==> src/csp_pkg.sv <==
// Package for the credit share thread picker: transaction structs, command
// codes, cell control struct, controller states and default parameters.
// No dependencies.
`timescale 1ns / 1ps
`default_nettype none

package csp_pkg;

  localparam int NUM_THREADS_DEF = 8;
  localparam int CREDIT_BITS_DEF = 8;

  localparam logic SLOT_ON = 1'b1;

  typedef enum logic {
    CMD_WRITE = 1'b0,
    CMD_PICK  = 1'b1
  } cmd_t;

  typedef struct packed {
    cmd_t       command;
    logic [2:0] slot_index;
    logic       slot_active;
    logic [7:0] slot_priority;
    logic [7:0] slot_credits;
  } req_t;

  typedef struct packed {
    logic       found;
    logic [2:0] chosen_slot;
    logic       refilled;
    logic       task_active;
  } rsp_t;

  typedef struct packed {
    logic load;
    logic refill;
    logic dec;
  } cell_ctl_t;

  typedef enum logic [1:0] {
    ST_IDLE,
    ST_SCAN,
    ST_APPLY
  } ctl_state_t;

endpackage

`default_nettype wire

==> src/csp_cell.sv <==
// One thread slot of the picker chain: holds active flag, priority and
// credits, and passes the running best-slot token to the next cell.
// Depends on csp_pkg.
`timescale 1ns / 1ps
`default_nettype none

module csp_cell #(
  parameter int IDX_W       = 3,
  parameter int CREDIT_BITS = csp_pkg::CREDIT_BITS_DEF,
  parameter int CELL_INDEX  = 0
) (
  input  wire                        clk,
  input  wire                        rst,
  input  wire csp_pkg::cell_ctl_t    ctl,
  input  wire                        wr_active,
  input  wire  [CREDIT_BITS-1:0]     wr_priority,
  input  wire  [CREDIT_BITS-1:0]     wr_credits,
  input  wire                        tok_in_any,
  input  wire  [IDX_W-1:0]           tok_in_idx,
  input  wire  [CREDIT_BITS-1:0]     tok_in_cred,
  output logic                       tok_out_any,
  output logic [IDX_W-1:0]           tok_out_idx,
  output logic [CREDIT_BITS-1:0]     tok_out_cred
);

  logic                   active;
  logic [CREDIT_BITS-1:0] prio;
  logic [CREDIT_BITS-1:0] cred;
  logic [CREDIT_BITS-1:0] cred_base;
  logic [CREDIT_BITS-1:0] cred_next;
  logic                   take;

  always_comb begin
    cred_base = (ctl.refill && active == csp_pkg::SLOT_ON) ? prio : cred;
    cred_next = (ctl.dec && cred_base != '0) ? cred_base - 1'b1 : cred_base;
    take      = (active == csp_pkg::SLOT_ON) && (!tok_in_any || cred > tok_in_cred);
  end

  always_ff @(posedge clk) begin
    if (rst) begin
      active <= 1'b0;
      prio   <= '0;
      cred   <= '0;
    end else if (ctl.load) begin
      active <= wr_active;
      prio   <= wr_priority;
      cred   <= wr_credits;
    end else begin
      cred   <= cred_next;
    end
  end

  // token stage: keep the incoming best or replace it with this slot
  always_ff @(posedge clk) begin
    if (rst) begin
      tok_out_any  <= 1'b0;
      tok_out_idx  <= '0;
      tok_out_cred <= '0;
    end else if (take) begin
      tok_out_any  <= 1'b1;
      tok_out_idx  <= IDX_W'(CELL_INDEX);
      tok_out_cred <= cred;
    end else begin
      tok_out_any  <= tok_in_any;
      tok_out_idx  <= tok_in_idx;
      tok_out_cred <= tok_in_cred;
    end
  end

endmodule

`default_nettype wire

==> src/credit_share_thread_picker.sv <==
// Top level of the credit share thread picker: controller, result register
// and the chain of slot cells. Depends on csp_pkg and csp_cell.
//
//   channel  | direction | payload        | handshake
//   req      | in        | csp_pkg::req_t | req_valid / req_stall
//   rsp      | out       | csp_pkg::rsp_t | rsp_valid / rsp_stall
//
// A write lands in its slot at the accept edge; its transaction shows on rsp
// in the following cycle. A pick scans in ST_SCAN while the best-slot token
// ripples one cell per cycle down the chain, then updates credits in ST_APPLY
// and registers its result there once rsp is free.
// rst is synchronous and clears all slots. A stalled rsp blocks new requests
// and holds a finished pick in its update cycle.
`timescale 1ns / 1ps
`default_nettype none

module credit_share_thread_picker #(
  parameter int NUM_THREADS = csp_pkg::NUM_THREADS_DEF,
  parameter int CREDIT_BITS = csp_pkg::CREDIT_BITS_DEF
) (
  input  wire                 clk,
  input  wire                 rst,
  input  wire                 req_valid,
  output logic                req_stall,
  input  wire csp_pkg::req_t  req,
  output logic                rsp_valid,
  input  wire                 rsp_stall,
  output csp_pkg::rsp_t       rsp
);

  localparam int IDX_W = $clog2(NUM_THREADS);

  csp_pkg::ctl_state_t state;
  csp_pkg::ctl_state_t state_next;
  logic [IDX_W-1:0]    cnt;
  logic [IDX_W-1:0]    cnt_next;
  csp_pkg::rsp_t       result;
  csp_pkg::rsp_t       result_next;
  logic                result_valid;
  logic                result_load;
  logic                out_free;
  logic                wr_go;
  logic                apply_go;

  logic                   tok_any  [NUM_THREADS+1];
  logic [IDX_W-1:0]       tok_idx  [NUM_THREADS+1];
  logic [CREDIT_BITS-1:0] tok_cred [NUM_THREADS+1];
  csp_pkg::cell_ctl_t     cell_ctl [NUM_THREADS];

  logic                   best_any;
  logic [IDX_W-1:0]       best_idx;
  logic [CREDIT_BITS-1:0] best_cred;
  logic                   do_refill;

  assign tok_any[0]  = 1'b0;
  assign tok_idx[0]  = '0;
  assign tok_cred[0] = '0;

  assign best_any  = tok_any[NUM_THREADS];
  assign best_idx  = tok_idx[NUM_THREADS];
  assign best_cred = tok_cred[NUM_THREADS];

  assign out_free  = !result_valid || !rsp_stall;
  assign req_stall = !(state == csp_pkg::ST_IDLE && out_free);
  assign rsp_valid = result_valid;
  assign rsp       = result;

  always_comb begin
    state_next  = state;
    cnt_next    = cnt;
    result_next = result;
    result_load = 1'b0;
    wr_go       = 1'b0;
    apply_go    = 1'b0;
    unique case (state)
      csp_pkg::ST_IDLE: begin
        if (req_valid && !req_stall) begin
          if (req.command == csp_pkg::CMD_WRITE) begin
            wr_go       = 1'b1;
            result_load = 1'b1;
            result_next = '{found: 1'b0, chosen_slot: 3'd0, refilled: 1'b0,
                            task_active: 1'b1};
          end else begin
            cnt_next   = '0;
            state_next = csp_pkg::ST_SCAN;
          end
        end
      end
      csp_pkg::ST_SCAN: begin
        cnt_next = cnt + 1'b1;
        if (cnt == IDX_W'(NUM_THREADS - 1)) begin
          state_next = csp_pkg::ST_APPLY;
        end
      end
      csp_pkg::ST_APPLY: begin
        if (out_free) begin
          apply_go    = best_any;
          result_load = 1'b1;
          result_next = '{found: best_any,
                          chosen_slot: best_any ? 3'(best_idx) : 3'd0,
                          refilled: best_any && best_cred == '0,
                          task_active: best_any};
          state_next  = csp_pkg::ST_IDLE;
        end
      end
      default: state_next = csp_pkg::ST_IDLE;
    endcase
  end

  assign do_refill = apply_go && best_cred == '0;

  always_ff @(posedge clk) begin
    if (rst) begin
      state        <= csp_pkg::ST_IDLE;
      cnt          <= '0;
      result_valid <= 1'b0;
    end else begin
      state <= state_next;
      cnt   <= cnt_next;
      if (result_load) begin
        result_valid <= 1'b1;
      end else if (!rsp_stall) begin
        result_valid <= 1'b0;
      end
    end
  end

  always_ff @(posedge clk) begin
    if (result_load) begin
      result <= result_next;
    end
  end

  for (genvar i = 0; i < NUM_THREADS; i++) begin : g_cell
    always_comb begin
      cell_ctl[i].load   = wr_go && int'(req.slot_index) == i;
      cell_ctl[i].refill = do_refill;
      cell_ctl[i].dec    = apply_go && int'(best_idx) == i;
    end

    csp_cell #(
      .IDX_W       (IDX_W),
      .CREDIT_BITS (CREDIT_BITS),
      .CELL_INDEX  (i)
    ) u_cell (
      .clk          (clk),
      .rst          (rst),
      .ctl          (cell_ctl[i]),
      .wr_active    (req.slot_active),
      .wr_priority  (CREDIT_BITS'(req.slot_priority)),
      .wr_credits   (CREDIT_BITS'(req.slot_credits)),
      .tok_in_any   (tok_any[i]),
      .tok_in_idx   (tok_idx[i]),
      .tok_in_cred  (tok_cred[i]),
      .tok_out_any  (tok_any[i+1]),
      .tok_out_idx  (tok_idx[i+1]),
      .tok_out_cred (tok_cred[i+1])
    );
  end

endmodule

`default_nettype wire

==> config.mk <==
export PLATFORM = sky130hd
export DESIGN_NAME = credit_share_thread_picker
export DESIGN_NICKNAME = d
export VERILOG_FILES = /design/src/csp_pkg.sv /design/src/csp_cell.sv /design/src/credit_share_thread_picker.sv
export SDC_FILE = /design/constraint.sdc
export NUM_CORES = 1
export LEC_CHECK = 0
export BUFFER_PORTS_ARGS = -buffer_cell sky130_fd_sc_hd__buf_4
export CAP_MARGIN = 20
export CORE_MARGIN = 8
export CORE_UTILIZATION = 58
export DETAILED_ROUTE_END_ITERATION = 10
export GPL_TIMING_DRIVEN = 1
export PLACE_DENSITY = 0.76
export SETUP_SLACK_MARGIN = 0.2
export SYNTH_ARGS = -nofsm -noshare
export SYNTH_HDL_FRONTEND = slang
export SYNTH_SLANG_ARGS = --single-unit
==> constraint.sdc <==
create_clock -name clk -period 7.67 [get_ports clk]
set_clock_uncertainty 0.2 [all_clocks]
set_input_delay 0 -clock clk [delete_from_list [all_inputs] [get_ports clk]]
set_output_delay 0 -clock clk [all_outputs]
set_load 0.02 [all_outputs]
# Yosys cells after proc, flatten, opt, wreduce, memory -nomap -nowiden
# Cells that the tools add are included.
# totals
reg_bits,237
out_inout_bits,8
wordCells,249
# classes
n_addsub,9
order_cmp,7
n_eq_ne,23
mux,68
n_bitwise,1
reduce_logical,83
# ops
cell,count
$mux 8,31
$reduce_bool 8->1,8
$sub 8x1->8 const B,8
$gt 8x8->1,7
$logic_and 1x1->1,43
$eq 3x3->1 const B,9
$mux 3,7
$mux 6,3
$mux 1,17
$eq 3x2->1 const B,4
$mux 2,6
$pmux 6 s2,1
$logic_not 1->1,10
$reduce_or 2->1,5
$logic_not 8->1,1
$logic_or 1x1->1,8
$ne 2x2->1 const B,4
$eq 3x1->1 const B,2
$logic_not 3->1,2
$pmux 2 s3,1
$pmux 3 s2,1
$reduce_and 5->1,1
$ne 2x1->1 const B,2
$reduce_and 4->1,1
other kinds (8),9

# Longest topological paths before layout
# Gate-level depths: netlist of run 1.
# depth
ltp_word,11
depth_mapped,16
depth_no_buf,11

# Hierarchy
# Synthesis of run 1 repeated with hierarchy kept, for this count alone.
# hier_totals
cells_unflattened,1563
hier_area_um2,14403.8
# by_module_without_submodules
module,instances,cells_per_inst,area_each_um2,seq_area_each_um2
csp_cell at g_cell[3].u_cell ...,3,180,1717.9,580.6
csp_cell at g_cell[2].u_cell ...,2,187,1669.1,580.6
csp_cell at g_cell[7].u_cell,1,198,1793.0,580.6
csp_cell at g_cell[1].u_cell,1,183,1705.4,580.6
csp_cell at g_cell[0].u_cell,1,187,1694.1,580.6
credit_share_thread_picker,1,81,719.4,300.3

# Least setup slack after synthesis of run 1
# No wires, ideal clock.
# synth_path
path_type,reg2reg
startpoint,register g_cell[7].u_cell.tok_out_cred[5]
endpoint,register g_cell[2].u_cell.cred[6]
setup_time_ns,0.091
t_arrival_ns,3.176
slack_ns,4.204
stages_incl_launch_ff,13
n_path_buf,1
synth_period_minus_slack_ns,3.466
cell_sequence,dfxtp_1 -> or4_4 -> nor4_4 -> buf_6 -> nand2_4 -> mux2i_1 -> ha_1 -> inv_1 -> or4_1 -> nand4_1 -> nor4_1 -> or3_1 -> a311oi_1
# synth_via
elab_chain_len,8
elab_cells_between_ends,9
# synth_rtl
item,line,source
start: declaration,csp_cell.sv:23,output logic [CREDIT_BITS-1:0] tok_out_cred
start signal: assignment,csp_cell.sv:62,tok_out_cred <= cred;
start signal: assignment,csp_cell.sv:66,tok_out_cred <= tok_in_cred;
$logic_not 8->1 *,credit_share_thread_picker.sv:110,assign do_refill = apply_go && best_cred == '0;
$logic_and 1x1->1 *,credit_share_thread_picker.sv:110,
$logic_and 1x1->1 *,csp_cell.sv:34,cred_base = (ctl.refill && active == csp_pkg::SLOT_ON) ? prio : cred;
$mux 8 *,csp_cell.sv:34,
"parallel branches: the longest is 2 deep, another holds $sub 8x1->8",-,
$mux 8 *,csp_cell.sv:35,cred_next = (ctl.dec && cred_base != '0) ? cred_base - 1'b1 : cred_base;
$mux 8 *,csp_cell.sv:44,end else if (ctl.load) begin
end signal: assignment,csp_cell.sv:47,cred <= wr_credits;
end signal: assignment,csp_cell.sv:49,cred <= cred_next;
end: declaration,csp_cell.sv:28,logic [CREDIT_BITS-1:0] cred;
# Every way passes the cells marked *.
# A chain may end at the register's enable or synchronous reset.

# Worst setup path in the final report of run 1
# layout_path
startpoint,register g_cell[7].u_cell.tok_out_cred[1]
endpoint,register g_cell[1].u_cell.cred[3]
# layout_via
elab_chain_len,8
elab_cells_between_ends,9
# layout_rtl
item,line
$logic_not 8->1 *,credit_share_thread_picker.sv:110
$logic_and 1x1->1 *,credit_share_thread_picker.sv:110
$logic_and 1x1->1 *,csp_cell.sv:34
$mux 8 *,csp_cell.sv:34
"parallel branches: the longest is 2 deep, another holds $sub 8x1->8",-
$mux 8 *,csp_cell.sv:35
$mux 8 *,csp_cell.sv:44
end signal: assignment,csp_cell.sv:47
end signal: assignment,csp_cell.sv:49
end: declaration,csp_cell.sv:28
# Marked as above.

==> results of run 1 <==
cells in the final DEF, fill, tap and decap left out, types with 6 or more instances in the layout:
master,netlist,routed
nor4_1,22,22
edfxtp_1,6,6
or4_1,13,13
or3_1,14,14
a21boi_0,8,8
clkinv_2,0,12
mux2i_1,114,114
ha_1,74,74
xnor2_1,37,37
nand4_1,37,37
nand2_1,184,184
a31oi_1,7,7
xor2_1,24,24
mux2_2,7,7
inv_1,78,78
and2_1,19,19
a211oi_1,20,20
nand2b_1,29,29
nand3b_1,8,8
nor3_1,32,32
a21oi_1,112,112
clkbuf_16,0,27
nand3_1,26,26
o21ai_0,21,21
dfxtp_1,231,231
dlygate4sd3_1,0,28
o22ai_1,32,32
nor2b_1,24,24
buf_4,1,41
nor3b_1,9,9
and3_1,8,8
a21o_1,9,9
nor2_1,168,168
a2111oi_0,6,6
and3b_1,6,6
o211ai_1,13,13
power by group through the flow:
stage	Clock, mW	Combinational, mW	Sequential [mW]
detailed placement	0	0.166	1.29
global route	1.28	0.194	1.27
global placement	0	0.164	1.29
CTS	1.23	0.177	1.26
finish	1.22	0.181	1.27
floorplan	0	0.110	1.29
stage by stage:
step           util [%]  area (sq um)
2_1_floorplan         -         13330
3_3_place_gp      60.47         13650
3_5_place_dp      60.47         13650
4_1_cts           65.40         14760
5_1_grt           65.53         14790
6_report          65.54         14790
per-layer routing:
| metal | global-route usage (%) | share of wire, % |
|---|---|---|
| met5 | 0 | 0 |
| met2 | 42.11 | 45 |
| met3 | 3.786 | 7.4 |
| met4 | 11.45 | 4.5 |
| met1 | 35.95 | 43 |
area by class of cell:
cell class | instances | area [sq um] | share of cell area [%]
multi-input cells | 1183 | 7883 | 53.29
clock buffers | 32 | 724.4 | 4.897
well taps | 285 | 356.6 | 2.411
repair buffers | 72 | 611.8 | 4.136
inverters | 80 | 300.3 | 2.030
clock inverters | 16 | 110.1 | 0.7443
diodes | 1 | 2.502 | 0.01692
flip-flops and latches | 237 | 4805 | 32.48
cells by family after synthesis:
family	after synthesis	synth area share [%]
adders and majority gates	74	6.945
buffers and inverters	164	5.115
DFF	237	36.04
and+or+nand+nor	637	24.17
muxes	124	9.479
AOI/OAI and AO/OA	287	14.25
xor gates and xnor gates	61	4.007
sequential cells by signal, summed over array words and instances (netlist names), 2 cells and up:
register and cells:
cnt 3, g_cell.u_cell.active 8, g_cell.u_cell.cred 64, g_cell.u_cell.prio 64
g_cell.u_cell.tok_out_any 8, g_cell.u_cell.tok_out_cred 64, g_cell.u_cell.tok_out_idx 17, rsp 6
state 2
worst max-delay path, cell delays in order, from the launching register on:
cell	delay, ps
dfxtp_1	310
nor4_1	760
nand4_1	830
mux2i_1	350
ha_1	250
nor2b_1	160
a2111o_1	450
mux2_2	280
or3_1	340
nand3_1	80
a21oi_1	80
dlygate4sd3_1	590
final timing paths:
check,depth (start not counted),slack (ps),to
max,11,2870,g_cell[1].u_cell.cred[3]
min,3,100,g_cell[4].u_cell.cred[0]
max reg2reg,11,2870,g_cell[1].u_cell.cred[3]
min reg2reg,2,230,g_cell[7].u_cell.tok_out_idx[0]
timing repair:
item	4_1_cts	5_1_grt
buffers inserted	0	0
hold buffers	28	0
hold endpoints to repair	161	0
==> flow_summary.yaml, run 1 <==
outcome:
  status: "completed"
critical_path:
  critPathKind: "flip-flop to flip-flop"
  crit_path_start_kind: "flip-flop"
  required_ps: 7880
  endpoint_kind: "flip-flop"
  arrival_ps: 5010
  rr_startpoint: "g_cell[7].u_cell.tok_out_cred[1]"
  crit_start: "g_cell[7].u_cell.tok_out_cred[1]"
  crit_path_max_fanout: 11
power:
  power_mw: 2.664
  pwr-share-seq_pct: 47.5
  pwr-share-clk_pct: 45.7
  p_sw_mw: 0.6487
  powerDensity_nw_per_um2: 180.1
  irDropWorstVdd_uv: 124.8
  swShare_pct: 24.35
  leakagePower_nw: 6.258
  pwr-share-comb_pct: 6.8
  power.internal_mw: 2.015
synthesis:
  avgSynthCellArea_sq_um: 8.416
  synth-async-reset-ratio_pct: 0
  ys.flop_type: "dfxtp_1"
  synth_cell_types: 91
  netlist_area_sq_um: 13330
  synth_top_area_share_pct: 34.69
  syn_inst: 1584
  ys_ff_latch: 237
  synthTopCellsByCount: "dfxtp_1, nand2_1, nor2_1"
  yosysWarnings: 0
  synth_most_common_cell: "dfxtp_1"
  synth_top_area_cell: "dfxtp_1"
  ys_seq_area_share_pct: 36.04
  synth_edf_count: 6
  yosys-top-cells-area: "dfxtp_1, mux2i_1, ha_1"
  syn_nets: 1683
die:
  boundaryPins: 33
  start_util_pct: 59.06
  num_rows: 55
  fp.dieW_um: 167.6
  coreArea_sq_um: 22570
  die-area_sq_um: 28090
  die_h_um: 167.6
global_route:
  grt_pass1_wl_mm: 60.44
  grt_max_degree: 105
  grt_overflow: 0
  grt_usage_pct: 26.68
  antenna_found_initial: 0
  grt_pass1_vias: 10834
sta:
  clock.fmax_mhz: 208.2
  worst_slack_ps: 2867
  finalMaxSlewViolations: 0
  hold_slack_ps: 98.91
  maxSlewHeadroom_pct: 24.85
  hold_violations: 0
  finalCriticalPeriod_ps: 4803
  tightest_slew_ps: 1125
  rsz0062_at_grt: "no"
  setup_tns_ps: 0
  setup_violations: 0
  timing.final.crit_share_pct: 62.62
placement:
  pre_cts_ws_ps: 3494
  gp_congestion: 0.9811
  io_buffers: 32
  dp_hpwl_mm: 27.13
  dp.cells: 1825
cts:
  cts.sinks: 237
  cts_buffers: 26
  cts_tree: "done"
  cts_resized: 0
  path_clk_slew_ps: 60
  worst_skew_pair.late_latency_ps: 530
  cts-root-buf: "clkbuf_16"
  htree_levels: 1
  clock_path_buffers: 3
finish:
  fin_cells: 1906
  nFillCells: 1883
  drive_above_1_share_pct: 8.457
  nNetsFinal: 1699
  area_growth_syn_to_layout_pct: 10.96
routing:
  drt_pass1_iterations: 5
  vias: 11825
  viasPerCell: 6.204
  wl_mm: 38.47
  final_antenna_net_count: 0
  drt_iter0_drc: 968
  wire_per_inst_um: 20.18
  post-route-drc-count: 0
hold_path:
  hold_class: "primary input to flip-flop"
  min_from: "req[0]"
run:
  max_cap_viol_count: 0
No activity file was read; power rests on OpenSTA's default activity.
==> run 2, diff against run 1 <==
--- a/config.mk
+++ b/config.mk
@@ -8,10 +8,10 @@
 export BUFFER_PORTS_ARGS = -buffer_cell sky130_fd_sc_hd__buf_4
 export CAP_MARGIN = 20
 export CORE_MARGIN = 8
-export CORE_UTILIZATION = 58
+export CORE_UTILIZATION = 57
 export DETAILED_ROUTE_END_ITERATION = 10
 export GPL_TIMING_DRIVEN = 1
-export PLACE_DENSITY = 0.76
+export PLACE_DENSITY = 0.78
 export SETUP_SLACK_MARGIN = 0.2
 export SYNTH_ARGS = -nofsm -noshare
 export SYNTH_HDL_FRONTEND = slang
==> constraint.sdc (replaced) <==
create_clock -name clk -period 3.99 [get_ports clk]
set_clock_uncertainty 0.2 [all_clocks]
set_input_delay 0 -clock clk [delete_from_list [all_inputs] [get_ports clk]]
set_output_delay 0 -clock clk [all_outputs]
set_load 0.02 [all_outputs]
==> run 2 against run 1 <==
Die area is 1.6% higher. Critical endpoint is now g_cell[2].u_cell.cred[6]. Utilization is 0.40 points higher. Flip-flop and latch count stayed put. Sequential power is 91% higher. Maximum frequency is 29% higher. Count of clock-buffer cells in the layout is 5 higher. Routed wire length is 3.8% higher. Clock power is 130% higher. Critical path type unchanged. Register-to-register slack worse by 2600 ps.
==> flow_summary.yaml, run 2 (same netlist as run 1, synthesis figures left out) <==
outcome:
  status: "completed"
finish:
  layout_commonest_cell: "dfxtp_1"
  largestRegisters: "g_cell.u_cell.cred: 64 flops, g_cell.u_cell.prio: 64 flops, g_cell.u_cell.tok_out_cred: 64 flops"
  stdcell_area_sq_um: 15290
  seq_area_sq_um: 4805
  final_cell_mix: "dfxtp_1, nand2_1, nor2_1, a21oi_1, mux2i_1"
  nFillCells: 1878
  nNetsFinal: 1725
  n_antenna_cell: 0
  area_growth_syn_to_layout_pct: 14.72
  drive_above_1_share_pct: 10.75
  multiInputGateArea_sq_um: 7970
cts:
  htree_levels: 1
  cts.sinks: 237
  clock_path_buffers: 3
  cts_buffers: 26
  path_clk_slew_ps: 60
  cts-root-buf: "clkbuf_16"
  cts_tree: "done"
  worst_skew_pair.late_latency_ps: 530
sta:
  clock.fmax_mhz: 269.6
  hold_violations: 0
  finalCriticalPeriod_ps: 3709
  finalMaxSlewViolations: 0
  setup_violations: 0
  rsz0062_at_grt: "yes"
  maxSlewHeadroom_pct: 27.79
  setup_tns_ps: 0
  timing.final.crit_share_pct: 92.97
  tightest_slew_ps: 1075
critical_path:
  crit_path_start_kind: "flip-flop"
  slowest_stage: "or4_4"
  path_delay_family: "simple AND/OR/NAND/NOR gates"
  critPathKind: "flip-flop to flip-flop"
  cp_num_buf_inv: 2
  endpoint_kind: "flip-flop"
  max_stage_delay_ps: 570
  required_ps: 4220
  arrival_ps: 3940
  crit_path_max_fanout: 8
  crit_chain: "or4_4 > nor4_4 > buf_12 > nand2_8 > mux2i_2 > ha_2 > inv_1 > or4_4 > nand4_1 > nor4_1 > or3_1 > a311oi_1"
  crit_top_cell: "or4_4"
global_route:
  grt_usage_pct: 27.16
  grt_pass1_vias: 11436
  grt_pass1_wl_mm: 61.91
  antenna_found_initial: 0
  grt_max_degree: 101
  grt_overflow: 0
power:
  pwr-share-comb_pct: 6.5
  power.internal_mw: 4.288
  pwr-share-clk_pct: 49.8
  p_sw_mw: 1.271
  pwr-share-seq_pct: 43.7
  powerDensity_nw_per_um2: 363.5
  swShare_pct: 22.86
  leakagePower_nw: 6.425
  irDropWorstVdd_uv: 324.2
routing:
  routed-wl-met2_mm: 18.64
  final_antenna_net_count: 0
  wire_per_inst_um: 20.32
  top_layer: "met4"
  wl_mm: 39.92
  wl_met3_mm: 3.037
  viasPerCell: 6.191
  drt_iter0_drc: 920
  post-route-drc-count: 0
  m1WireLength_mm: 16.16
  drt_pass1_iterations: 6
  vias: 12165
die:
  num_rows: 56
  start_util_pct: 57.48
  boundaryPins: 33
  coreArea_sq_um: 23190
  die-area_sq_um: 28540
  fp.dieW_um: 168.9
  die_h_um: 168.9
placement:
  dp_hpwl_mm: 27.43
  io_buffers: 32
  placedInstanceArea_sq_um: 13860
  gp_congestion: 0.9572
run:
  max_cap_viol_count: 0
hold_path:
  hold_class: "primary input to flip-flop"
run 2: cell types whose count changed in the layout (fill, tap and decap cells not counted), sizes merged:
cell and change:
buf +31, clkbuf +4, inv -1, clkinv -7, diode -1, bufinv +4
clkinvlp -1, dlygate4sd3 -4
run 2: timing repair:
item	in CTS	in global routing
gates resized for setup	0	15
hold buffers	24	0
endpoints found under the setup margin	0	18
setup buffers	0	12
endpoints found under the hold margin	169	0
run 2: final cells by class:
| type | count | share of cell area, % |
|---|---|---|
| tap | 319 | 2.610 |
| sequential | 237 | 31.42 |
| clock buffer | 37 | 5.408 |
| multi-input combinational | 1183 | 52.11 |
| clock inverter | 11 | 1.178 |
| inverter | 80 | 1.964 |
| timing repair buffer | 98 | 5.310 |
run 2: worst min-delay path, cell delays in order:
cell and delay, ps:
buf_4 170, and2_1 350, nor2_1 180, nor2_1 50
run 2: power groups by stage:
stage                     combinational [mW]  sequential [mW]  clock, mW
after floorplan                        0.212             2.47          0
after global placement                 0.326             2.48          0
after detailed placement               0.331             2.48          0
after CTS                              0.351             2.43       2.78
after global routing                   0.387             2.43       2.88
final                                  0.364             2.43       2.77
run 2: through the flow:
stage / cells / utilization, % / total power, mW / setup slack (ps) / hold WS (ps)
6_report: 1965 / 65.94 / 5.559 / 280.6 / 63.24
3_5_place_dp: 1880 / 59.76 / 2.811 / 246.0 / 93.70
2_1_floorplan: 1584 / - / 2.685 / 523.5 / -63.95
5_1_grt: 1965 / 65.94 / 5.698 / 168.4 / 61.29
4_1_cts: 1952 / 65.14 / 5.560 / 212.4 / 15.01
3_3_place_gp: 1880 / 59.76 / 2.806 / 377.0 / 98.17
run 2: path summary, 6_finish.rpt:
path / from / end / slack [ps] / cells after the start
worst min register to register: g_cell[4].u_cell.tok_out_idx[0] / g_cell[5].u_cell.tok_out_idx[0] / 230 / 2
worst max register to register: g_cell[7].u_cell.tok_out_cred[5] / g_cell[2].u_cell.cred[6] / 280 / 12
worst max-delay path: g_cell[7].u_cell.tok_out_cred[5] / g_cell[2].u_cell.cred[6] / 280 / 12
worst min-delay path: rsp_stall / rsp_valid / 60 / 4
run 2: routing by layer:
layer,up-vias,track usage [%]
met3,129,4.123
met2,523,45.03
met5,-,0
met1,5801,33.91
li1,5712,-
met4,0,13.59
